--- config.mk ---
export PLATFORM = sky130hd
export DESIGN_NAME = calendar_date_add_days_top
export DESIGN_NICKNAME = d
export VERILOG_FILES = /design/src/hdl/cdad_pkg.sv /design/src/hdl/cdad_seq.sv /design/src/hdl/cdad_datapath.sv /design/src/hdl/calendar_date_add_days_top.sv
export SDC_FILE = /design/constraint.sdc
export NUM_CORES = 1
export LEC_CHECK = 0
export BUFFER_PORTS_ARGS = -buffer_cell sky130_fd_sc_hd__buf_4
export CAP_MARGIN = 20
export CORE_MARGIN = 2
export CORE_UTILIZATION = 40
export CTS_BUF_LIST = sky130_fd_sc_hd__clkbuf_16
export DETAILED_ROUTE_END_ITERATION = 8
export SLEW_MARGIN = 20
export SYNTH_ARGS = -nofsm -noshare
export SYNTH_HDL_FRONTEND = slang
export SYNTH_SLANG_ARGS = --single-unit
--- constraint.sdc ---
create_clock -name clk_i -period 11.15 [get_ports clk_i]
set_input_delay 2.23 -clock clk_i [delete_from_list [all_inputs] [get_ports clk_i]]
set_output_delay 2.23 -clock clk_i [all_outputs]
set_load 0.01 [all_outputs]
--- src/hdl/cdad_pkg.sv ---
// Shared types, constants and the control store of the date adder.
// Holds calendar tables and the microcode program; no dependencies.
package cdad_pkg;

  localparam int DATE_W = 27;
  localparam int OUT_W  = 32;
  localparam int PC_W   = 5;
  localparam int Q_W    = 8;
  localparam int K_W    = 3;
  localparam int CENT_W = 8;
  localparam int YY_W   = 7;
  localparam int MON_W  = 4;
  localparam int DAY_W  = 5;
  localparam int YEAR_W = 14;
  localparam int CUM_W  = 9;

  localparam logic [DATE_W-1:0] DIV_MEG  = 27'd1000000;
  localparam logic [DATE_W-1:0] DIV_TENK = 27'd10000;
  localparam logic [DATE_W-1:0] DIV_HUND = 27'd100;

  typedef enum logic [4:0] {
    OP_NOP, OP_LOAD, OP_DIV_MEG, OP_DIV_TENK, OP_DIV_HUND, OP_CENT, OP_YY,
    OP_MD, OP_PROV, OP_DOY, OP_FWD, OP_DEC, OP_ADDY, OP_MINIT, OP_MINC,
    OP_MDAY, OP_SAME, OP_SETERR, OP_FMT
  } op_e;

  typedef enum logic [3:0] {
    C_NEVER, C_ALWAYS, C_NOIN, C_KNZ, C_BAD, C_INMON, C_NEG, C_FITS,
    C_YLAST, C_POS, C_YZERO, C_MDONE, C_OFULL
  } cond_e;

  typedef struct packed {
    op_e              op;
    cond_e            cond;
    logic [PC_W-1:0]  target;
  } uword_t;

  typedef struct packed {
    logic noin;
    logic knz;
    logic bad;
    logic inmon;
    logic neg;
    logic fits;
    logic ylast;
    logic pos;
    logic yzero;
    logic mdone;
    logic ofull;
  } flags_t;

  function automatic uword_t mk(op_e op, cond_e cond, logic [PC_W-1:0] target);
    uword_t w;
    w.op     = op;
    w.cond   = cond;
    w.target = target;
    return w;
  endfunction

  // Program: split yyyymmdd, validate, shift inside month or walk years,
  // then scan months and format.
  function automatic uword_t ucode(logic [PC_W-1:0] pc);
    uword_t w;
    case (pc)
      5'd0:    w = mk(OP_LOAD,     C_NOIN,   5'd0);
      5'd1:    w = mk(OP_DIV_MEG,  C_KNZ,    5'd1);
      5'd2:    w = mk(OP_CENT,     C_NEVER,  5'd0);
      5'd3:    w = mk(OP_DIV_TENK, C_KNZ,    5'd3);
      5'd4:    w = mk(OP_YY,       C_NEVER,  5'd0);
      5'd5:    w = mk(OP_DIV_HUND, C_KNZ,    5'd5);
      5'd6:    w = mk(OP_MD,       C_NEVER,  5'd0);
      5'd7:    w = mk(OP_PROV,     C_BAD,    5'd24);
      5'd8:    w = mk(OP_NOP,      C_INMON,  5'd23);
      5'd9:    w = mk(OP_DOY,      C_NEVER,  5'd0);
      5'd10:   w = mk(OP_NOP,      C_NEG,    5'd14);
      5'd11:   w = mk(OP_NOP,      C_FITS,   5'd17);
      5'd12:   w = mk(OP_FWD,      C_YLAST,  5'd24);
      5'd13:   w = mk(OP_NOP,      C_ALWAYS, 5'd11);
      5'd14:   w = mk(OP_NOP,      C_POS,    5'd17);
      5'd15:   w = mk(OP_DEC,      C_YZERO,  5'd24);
      5'd16:   w = mk(OP_ADDY,     C_ALWAYS, 5'd14);
      5'd17:   w = mk(OP_MINIT,    C_NEVER,  5'd0);
      5'd18:   w = mk(OP_NOP,      C_MDONE,  5'd20);
      5'd19:   w = mk(OP_MINC,     C_ALWAYS, 5'd18);
      5'd20:   w = mk(OP_MDAY,     C_NEVER,  5'd0);
      5'd21:   w = mk(OP_FMT,      C_OFULL,  5'd21);
      5'd22:   w = mk(OP_NOP,      C_ALWAYS, 5'd0);
      5'd23:   w = mk(OP_SAME,     C_ALWAYS, 5'd21);
      5'd24:   w = mk(OP_SETERR,   C_ALWAYS, 5'd21);
      default: w = mk(OP_NOP,      C_ALWAYS, 5'd0);
    endcase
    return w;
  endfunction

  // Days before month index (0 = January).
  function automatic logic [CUM_W-1:0] cum_days(logic [MON_W-1:0] idx, logic leap);
    logic [CUM_W-1:0] c;
    case (idx)
      4'd0:    c = 9'd0;
      4'd1:    c = 9'd31;
      4'd2:    c = 9'd59;
      4'd3:    c = 9'd90;
      4'd4:    c = 9'd120;
      4'd5:    c = 9'd151;
      4'd6:    c = 9'd181;
      4'd7:    c = 9'd212;
      4'd8:    c = 9'd243;
      4'd9:    c = 9'd273;
      4'd10:   c = 9'd304;
      4'd11:   c = 9'd334;
      default: c = 9'd0;
    endcase
    if (leap && idx >= 4'd2 && idx <= 4'd11) begin
      c = c + 9'd1;
    end
    return c;
  endfunction

  // Month length, month numbered from 1.
  function automatic logic [DAY_W-1:0] month_days(logic [MON_W-1:0] m, logic leap);
    logic [DAY_W-1:0] d;
    case (m)
      4'd2:    d = leap ? 5'd29 : 5'd28;
      4'd4:    d = 5'd30;
      4'd6:    d = 5'd30;
      4'd9:    d = 5'd30;
      4'd11:   d = 5'd30;
      default: d = 5'd31;
    endcase
    return d;
  endfunction

endpackage

--- src/hdl/cdad_seq.sv ---
// Microcode sequencer: step counter, control store lookup, jump select.
// Depends on cdad_pkg for the program and the word and flag types.
module cdad_seq (
  input  logic            clk_i,
  input  logic            rst_ni,
  input  cdad_pkg::flags_t flags_i,
  output cdad_pkg::uword_t uword_o
);
  import cdad_pkg::*;

  logic [PC_W-1:0] pc_q, pc_d;
  uword_t          uw;
  logic            take;

  assign uw      = ucode(pc_q);
  assign uword_o = uw;

  always_comb begin
    case (uw.cond)
      C_NEVER:  take = 1'b0;
      C_ALWAYS: take = 1'b1;
      C_NOIN:   take = flags_i.noin;
      C_KNZ:    take = flags_i.knz;
      C_BAD:    take = flags_i.bad;
      C_INMON:  take = flags_i.inmon;
      C_NEG:    take = flags_i.neg;
      C_FITS:   take = flags_i.fits;
      C_YLAST:  take = flags_i.ylast;
      C_POS:    take = flags_i.pos;
      C_YZERO:  take = flags_i.yzero;
      C_MDONE:  take = flags_i.mdone;
      C_OFULL:  take = flags_i.ofull;
      default:  take = 1'b0;
    endcase
    pc_d = take ? uw.target : pc_q + PC_W'(1);
  end

  always_ff @(posedge clk_i or negedge rst_ni) begin
    if (!rst_ni) begin
      pc_q <= '0;
    end else begin
      pc_q <= pc_d;
    end
  end

endmodule

--- src/hdl/cdad_datapath.sv ---
// Datapath driven by the control word: decimal split, day-of-year math,
// year walk, month scan and the output word register. Uses cdad_pkg.
module cdad_datapath #(
  parameter int OFFSET_BITS = 16
) (
  input  logic                          clk_i,
  input  logic                          rst_ni,
  input  cdad_pkg::uword_t              uword_i,
  input  logic                          in_valid_i,
  input  logic [cdad_pkg::DATE_W-1:0]   start_date_i,
  input  logic signed [OFFSET_BITS-1:0] day_offset_i,
  input  logic                          out_ready_i,
  output logic                          out_valid_o,
  output logic [cdad_pkg::DATE_W-1:0]   end_date_o,
  output logic                          date_error_o,
  output cdad_pkg::flags_t              flags_o
);
  import cdad_pkg::*;

  localparam int DoyW = OFFSET_BITS + 2;

  logic [DATE_W-1:0]            rem_q, rem_d;
  logic [Q_W-1:0]               q_q, q_d;
  logic [K_W-1:0]               k_q, k_d;
  logic [CENT_W-1:0]            cent_q, cent_d;
  logic [YY_W-1:0]              yy_q, yy_d;
  logic [YY_W-1:0]              mm_q, mm_d;
  logic [YY_W-1:0]              dd_q, dd_d;
  logic signed [OFFSET_BITS-1:0] off_q, off_d;
  logic signed [DoyW-1:0]       doy_q, doy_d;
  logic [MON_W-1:0]             mon_q, mon_d;
  logic [DAY_W-1:0]             day_q, day_d;
  logic [YEAR_W-1:0]            year_q, year_d;
  logic                         err_q, err_d;
  logic                         ovalid_q, ovalid_d;
  logic [DATE_W-1:0]            odate_q, odate_d;
  logic                         oerr_q, oerr_d;

  logic [DATE_W-1:0]      dvs;
  logic                   leap;
  logic [CUM_W-1:0]       ylen;
  logic signed [DoyW-1:0] ylen_x, mlen_x, cum_x, off_x, dd_x, cum_mm_x;
  logic [CUM_W-1:0]       mday_diff;
  logic [YEAR_W-1:0]      year_now;
  logic                   ofull, doy_pos;

  assign leap     = (yy_q == '0) ? (cent_q[1:0] == 2'd0) : (yy_q[1:0] == 2'd0);
  assign ylen     = leap ? 9'd366 : 9'd365;
  assign ylen_x   = {{(DoyW-CUM_W){1'b0}}, ylen};
  assign mlen_x   = {{(DoyW-DAY_W){1'b0}}, month_days(mm_q[MON_W-1:0], leap)};
  assign cum_x    = {{(DoyW-CUM_W){1'b0}}, cum_days(mon_q, leap)};
  assign cum_mm_x = {{(DoyW-CUM_W){1'b0}}, cum_days(mm_q[MON_W-1:0] - MON_W'(1), leap)};
  assign off_x    = {{2{off_q[OFFSET_BITS-1]}}, off_q};
  assign dd_x     = {{(DoyW-YY_W){1'b0}}, dd_q};
  assign mday_diff = doy_q[CUM_W-1:0] - cum_days(mon_q - MON_W'(1), leap);
  assign year_now = YEAR_W'(cent_q) * YEAR_W'(100) + YEAR_W'(yy_q);
  assign ofull    = ovalid_q && !out_ready_i;
  assign doy_pos  = !doy_q[DoyW-1] && (doy_q != '0);

  always_comb begin
    case (uword_i.op)
      OP_DIV_MEG:  dvs = DIV_MEG << k_q;
      OP_DIV_TENK: dvs = DIV_TENK << k_q;
      default:     dvs = DIV_HUND << k_q;
    endcase
  end

  always_comb begin
    flags_o.noin  = !in_valid_i;
    flags_o.knz   = (k_q != '0);
    flags_o.bad   = (cent_q > 8'd99) || (mm_q == '0) || (mm_q > 7'd12) ||
                    (dd_q == '0) || (dd_x > mlen_x);
    flags_o.inmon = doy_pos && (doy_q <= mlen_x);
    flags_o.neg   = off_q[OFFSET_BITS-1];
    flags_o.fits  = (doy_q <= ylen_x);
    flags_o.ylast = (cent_q == 8'd99) && (yy_q == 7'd99);
    flags_o.pos   = doy_pos;
    flags_o.yzero = (cent_q == '0) && (yy_q == '0);
    flags_o.mdone = (mon_q == 4'd12) || (doy_q <= cum_x);
    flags_o.ofull = ofull;
  end

  always_comb begin
    rem_d    = rem_q;
    q_d      = q_q;
    k_d      = k_q;
    cent_d   = cent_q;
    yy_d     = yy_q;
    mm_d     = mm_q;
    dd_d     = dd_q;
    off_d    = off_q;
    doy_d    = doy_q;
    mon_d    = mon_q;
    day_d    = day_q;
    year_d   = year_q;
    err_d    = err_q;
    ovalid_d = ovalid_q && !out_ready_i;
    odate_d  = odate_q;
    oerr_d   = oerr_q;
    case (uword_i.op)
      OP_LOAD: begin
        if (in_valid_i) begin
          rem_d = start_date_i;
          off_d = day_offset_i;
          q_d   = '0;
          k_d   = '1;
          err_d = 1'b0;
        end
      end
      OP_DIV_MEG, OP_DIV_TENK, OP_DIV_HUND: begin
        if (rem_q >= dvs) begin
          rem_d = rem_q - dvs;
          q_d   = {q_q[Q_W-2:0], 1'b1};
        end else begin
          q_d   = {q_q[Q_W-2:0], 1'b0};
        end
        k_d = k_q - K_W'(1);
      end
      OP_CENT: begin
        cent_d = q_q;
        k_d    = '1;
      end
      OP_YY: begin
        yy_d = q_q[YY_W-1:0];
        k_d  = '1;
      end
      OP_MD: begin
        mm_d = q_q[YY_W-1:0];
        dd_d = rem_q[YY_W-1:0];
      end
      OP_PROV: doy_d = dd_x + off_x;
      OP_DOY:  doy_d = doy_q + cum_mm_x;
      OP_FWD: begin
        doy_d = doy_q - ylen_x;
        if (yy_q == 7'd99) begin
          yy_d   = '0;
          cent_d = cent_q + CENT_W'(1);
        end else begin
          yy_d   = yy_q + YY_W'(1);
        end
      end
      OP_DEC: begin
        if (yy_q == '0) begin
          yy_d   = 7'd99;
          cent_d = cent_q - CENT_W'(1);
        end else begin
          yy_d   = yy_q - YY_W'(1);
        end
      end
      OP_ADDY:  doy_d = doy_q + ylen_x;
      OP_MINIT: mon_d = 4'd1;
      OP_MINC:  mon_d = mon_q + MON_W'(1);
      OP_MDAY: begin
        day_d  = mday_diff[DAY_W-1:0];
        year_d = year_now;
      end
      OP_SAME: begin
        mon_d  = mm_q[MON_W-1:0];
        day_d  = doy_q[DAY_W-1:0];
        year_d = year_now;
      end
      OP_SETERR: err_d = 1'b1;
      OP_FMT: begin
        if (!ofull) begin
          ovalid_d = 1'b1;
          oerr_d   = err_q;
          odate_d  = err_q ? '0 :
                     DATE_W'(year_q) * DATE_W'(10000) + DATE_W'(mon_q) * DATE_W'(100) +
                     DATE_W'(day_q);
        end
      end
      default: ;
    endcase
  end

  always_ff @(posedge clk_i or negedge rst_ni) begin
    if (!rst_ni) begin
      ovalid_q <= 1'b0;
      err_q    <= 1'b0;
      k_q      <= '0;
    end else begin
      ovalid_q <= ovalid_d;
      err_q    <= err_d;
      k_q      <= k_d;
    end
  end

  always_ff @(posedge clk_i) begin
    rem_q   <= rem_d;
    q_q     <= q_d;
    cent_q  <= cent_d;
    yy_q    <= yy_d;
    mm_q    <= mm_d;
    dd_q    <= dd_d;
    off_q   <= off_d;
    doy_q   <= doy_d;
    mon_q   <= mon_d;
    day_q   <= day_d;
    year_q  <= year_d;
    odate_q <= odate_d;
    oerr_q  <= oerr_d;
  end

  assign out_valid_o  = ovalid_q;
  assign end_date_o   = odate_q;
  assign date_error_o = oerr_q;

endmodule

--- src/hdl/calendar_date_add_days_top.sv ---
// Gregorian date plus signed day offset, top level.
// Uses cdad_pkg, cdad_seq and cdad_datapath.
//
// Takes one word at a time and returns one result word for it. The start date is split
// by shift-subtract, then checked; if the shifted day stays in its month the result is
// formatted directly. Otherwise the microcoded sequencer walks whole years and scans
// months; for a large offset the year walk loop dominates the run time. A new input
// word is taken once the sequencer is back at its first step, while the previous result
// may still sit in the output register. date_error flags an invalid start date or a
// result year outside 0..9999, with end_date then 0.
module calendar_date_add_days_top #(
  parameter int OFFSET_BITS = 16,
  localparam int InW = ((cdad_pkg::DATE_W + OFFSET_BITS + 7) / 8) * 8
) (
  input  logic                         clk_i,
  input  logic                         rst_ni,
  input  logic                         s_axis_tvalid_i,
  output logic                         s_axis_tready_o,
  input  logic [InW-1:0]               s_axis_tdata_i,  // start_date, day_offset
  output logic                         m_axis_tvalid_o,
  input  logic                         m_axis_tready_i,
  output logic [cdad_pkg::OUT_W-1:0]   m_axis_tdata_o,  // end_date
  output logic                         m_axis_tuser_o   // date_error
);
  import cdad_pkg::*;

  uword_t            uw;
  flags_t            flags;
  logic [DATE_W-1:0] end_date;

  cdad_seq u_seq (
    .clk_i   (clk_i),
    .rst_ni  (rst_ni),
    .flags_i (flags),
    .uword_o (uw)
  );

  cdad_datapath #(
    .OFFSET_BITS (OFFSET_BITS)
  ) u_datapath (
    .clk_i        (clk_i),
    .rst_ni       (rst_ni),
    .uword_i      (uw),
    .in_valid_i   (s_axis_tvalid_i),
    .start_date_i (s_axis_tdata_i[DATE_W-1:0]),
    .day_offset_i (s_axis_tdata_i[DATE_W +: OFFSET_BITS]),
    .out_ready_i  (m_axis_tready_i),
    .out_valid_o  (m_axis_tvalid_o),
    .end_date_o   (end_date),
    .date_error_o (m_axis_tuser_o),
    .flags_o      (flags)
  );

  assign s_axis_tready_o = (uw.op == OP_LOAD);
  assign m_axis_tdata_o  = {{(OUT_W-DATE_W){1'b0}}, end_date};

endmodule

==> results.ini <==
[final_layout]
regArea_um2 = 4905
nNetsFinal = 2224
antenna_cells = 0
drive_gt1_frac = 0.07620
multiInputGateArea_um2 = 10810
area_growth_pct = 10.31
nFillCells = 4061

[clocking]
postCtsSetupBuffers = 0
cts.sinks = 168
ctsHoldBuffers = 0
insertion_delay_ns = 0.50
cts_buffer_depth = 2
cts_buffers = 17
h-tree-depth = 4
post_cts_resized = 0
clockRootBuffer = clkbuf_16
cts_tree = built
clkTransAtPathRegs_ns = 0.07

[grt]
grt_overflow = 0
grt_max_degree = 41
grtUsageTotal = 0.1847
grt_pass1_vias = 12910
grt_pass1_wl_um = 64700
antenna_found_initial = 0

[sta]
worst_pin_slew_ns = 1.017
slew_headroom = 0.3150
setup-violations-final = 0
fin_tns_setup_ns = 0
drv_slew = 0
period_minus_slack_ns = 6.624
final_hold_viol_count = 0
finalCritPeriodShare = 0.5940
clock_skew_ns = 0.03330
rsz0062_at_grt = no
fmaxAchievable_mhz = 151.0

[setup_path]
cp.required_ns = 11.29
crit_slowest_cell = o32ai_1
cp-startpoint = u_seq.pc_q[0]
rrSetupSlack_ns = 4.53
cp_num_buf_inv = 1
crit_type = reg -> reg
crit_path_end_kind = register
crit_chain = inv_1 > ha_1 > nand2b_1 > a31oi_1 > o32ai_1 > nand2_1 > nor2_1 > nand2_1 > a21oi_1 > a311oi_1 > ha_1 > a21o_1 > a21oi_1 > o211ai_1 > a221oi_1 > o21ai_0 > a41oi_1 > o21bai_1 > a21o_2
critical_path.startpoint_type = register
r2r-start = u_seq.pc_q[0]
crit_family = compound AO/OA/AOI/OAI gates
arrival_ns = 6.76
crit_fanout = 25
max_stage_delay_ns = 0.74

[logic_synthesis]
synth_seq_cells = 168
synthFlopType = edfxtp_1
synth_top_family_by_area = adder cells
ys_top_cells_by_count = ha_1 (228), inv_1 (184), nand2_1 (150)
yosysMostFrequentCell = ha_1
netlist_instances = 1856
synthesis.area_um2 = 16640
synth_top_area_frac = 0.2688
yosys-top-cells-area = edfxtp_1 (27%), ha_1 (17%), fa_1 (4.9%)
synth_top_area_cell = edfxtp_1
post_synth_and_or_nand_nor_area_fraction = 0.1573
synth_seq_area_share = 0.2947
syn_area_per_cell_um2 = 8.967
synth_cell_types = 86
synthArstFlopShare = 0.05952
ys_warn_count = 0
synthXorXnorAreaFrac = 0.07367
synth_enable_flop_cells = 149
yosys-mux-area-fraction = 0.01556
synth_compound_area_frac = 0.1799
synth_fa_ha_area_frac = 0.2207

[placement]
dpl.hpwl_um = 30830
finalWeightedCongestion = 0.9103
portBuffers = 76

[flow_run]
cap_violations = 0

[drt]
drtIter0Drc = 776
viasPerCell = 5.444
drt-pass1-iter-count = 5
ant_nets = 0
vias = 13330
drt_wl_total_um = 39310
drc = 0
post_drt_wl_per_cell_um = 16.06

[floorplanning]
core-area_um2 = 40920
num_io_pins = 87
die_area_um2 = 43260
fp.dieH_um = 208.0
start_util = 0.4067
die_w_um = 208.0
rows = 74

[min_path]
hold_start = u_datapath.rem_q[3]
holdCritPathClass = reg -> reg

[run_status]
outcome = finished, final reports clean

## worst reg2reg max path, stage by stage (launching register included)
cell	delay, ns
dfrtp_1	0.63
inv_1	0.18
ha_1	0.40
nand2b_1	0.22
a31oi_1	0.13
o32ai_1	0.74
nand2_1	0.38
nor2_1	0.62
nand2_1	0.25
a21oi_1	0.19
a311oi_1	0.09
ha_1	0.42
a21o_1	0.13
a21oi_1	0.07
o211ai_1	0.22
a221oi_1	0.15
o21ai_0	0.40
a41oi_1	0.26
o21bai_1	0.21
a21o_2	0.55
## worst paths after layout
kind	end	cells past startpoint
setup / recovery	u_datapath.rem_q[2]	19
hold / removal	u_datapath.dd_q[3]	0
setup reg to reg	u_datapath.rem_q[2]	19
hold reg to reg	u_datapath.dd_q[3]	0
max in group asynchronous	u_datapath.err_q	1
min in group asynchronous	u_datapath.k_q[0]	1
## metrics by stage
stage	worst slack (ns)	instance area, um^2	std cells	hold slack [ns]	utilization
6_report	4.526	18360	2448	0.4747	0.4486
5_1_grt	3.883	18360	2448	0.4918	0.4486
4_1_cts	4.255	18360	2448	0.4811	0.4486
3_5_place_dp	4.262	17740	2416	0.4601	0.4335
3_3_place_gp	4.362	17740	2416	0.4471	0.4335
2_1_floorplan	5.804	16660	1860	0.4231	-
## routing by layer
layer  up-vias  GRT usage  share of wire
li1       6726          -              -
met1      6290     0.2422           0.47
met2       267     0.3036           0.47
met3        45    0.03411          0.039
met4         0    0.06774          0.022
met5         -          0              0
## layout by cell type (no fill, tap or decap), drive strengths merged, types with 8 or more instances in the layout
master	count
ha	228
inv	191
nand2	150
edfxtp	149
nor2	144
a21oi	120
o21ai	113
buf	89
xnor2	85
xor2	55
nor3	47
fa	41
nand3	37
a21o	36
nor2b	29
nand2b	24
o31ai	22
nand4	21
and3	18
mux2i	18
o21bai	17
clkbuf	17
a211oi	16
a31oi	15
o21a	13
o22ai	13
and2	12
o221ai	11
a21boi	11
nor4	10
dfrtp	10
nand3b	9
or3	9
dfxtp	9
nor3b	8
## cell type report
cell class,count,area share
inverters,186,0.03803
multi-input cells,1441,0.5886
clock buffers,17,0.02317
flip-flops and latches,168,0.2672
repair buffers,89,0.03639
clock inverters,15,0.01043
well taps,532,0.03626
## kinds of logic (layout without fill, tap and decap cells)
| logic type | after synthesis | in the layout |
|---|---|---|
| simple gates | 542 | 542 |
| fa+ha+maj | 269 | 269 |
| mux | 24 | 24 |
| xor+xnor | 140 | 140 |
| compound gates | 461 | 461 |
| flops | 168 | 168 |
| buf+inv | 251 | 307 |
| other cells | 1 | 5 |
## registers in the layout (all words and copies together), names as in the netlist, 3 cells and up, named ones only
| name | flops |
|---|---|
| u_datapath.doy_q | 18 |
| u_datapath.off_q | 16 |
| u_datapath.cent_q | 8 |
| u_datapath.mm_q | 7 |
| u_datapath.dd_q | 7 |
| u_datapath.day_q | 5 |
| u_datapath.year_q | 14 |
| u_datapath.q_q | 8 |
| u_datapath.k_q | 3 |
| u_datapath.rem_q | 27 |
| u_seq.pc_q | 5 |
| u_datapath.mon_q | 4 |
| u_datapath.yy_q | 7 |
| u_datapath.end_date_o | 27 |
Power is left out: the tool's default activity adds up to more than one toggle a clock period on the data nets, which glitch-free logic cannot reach.
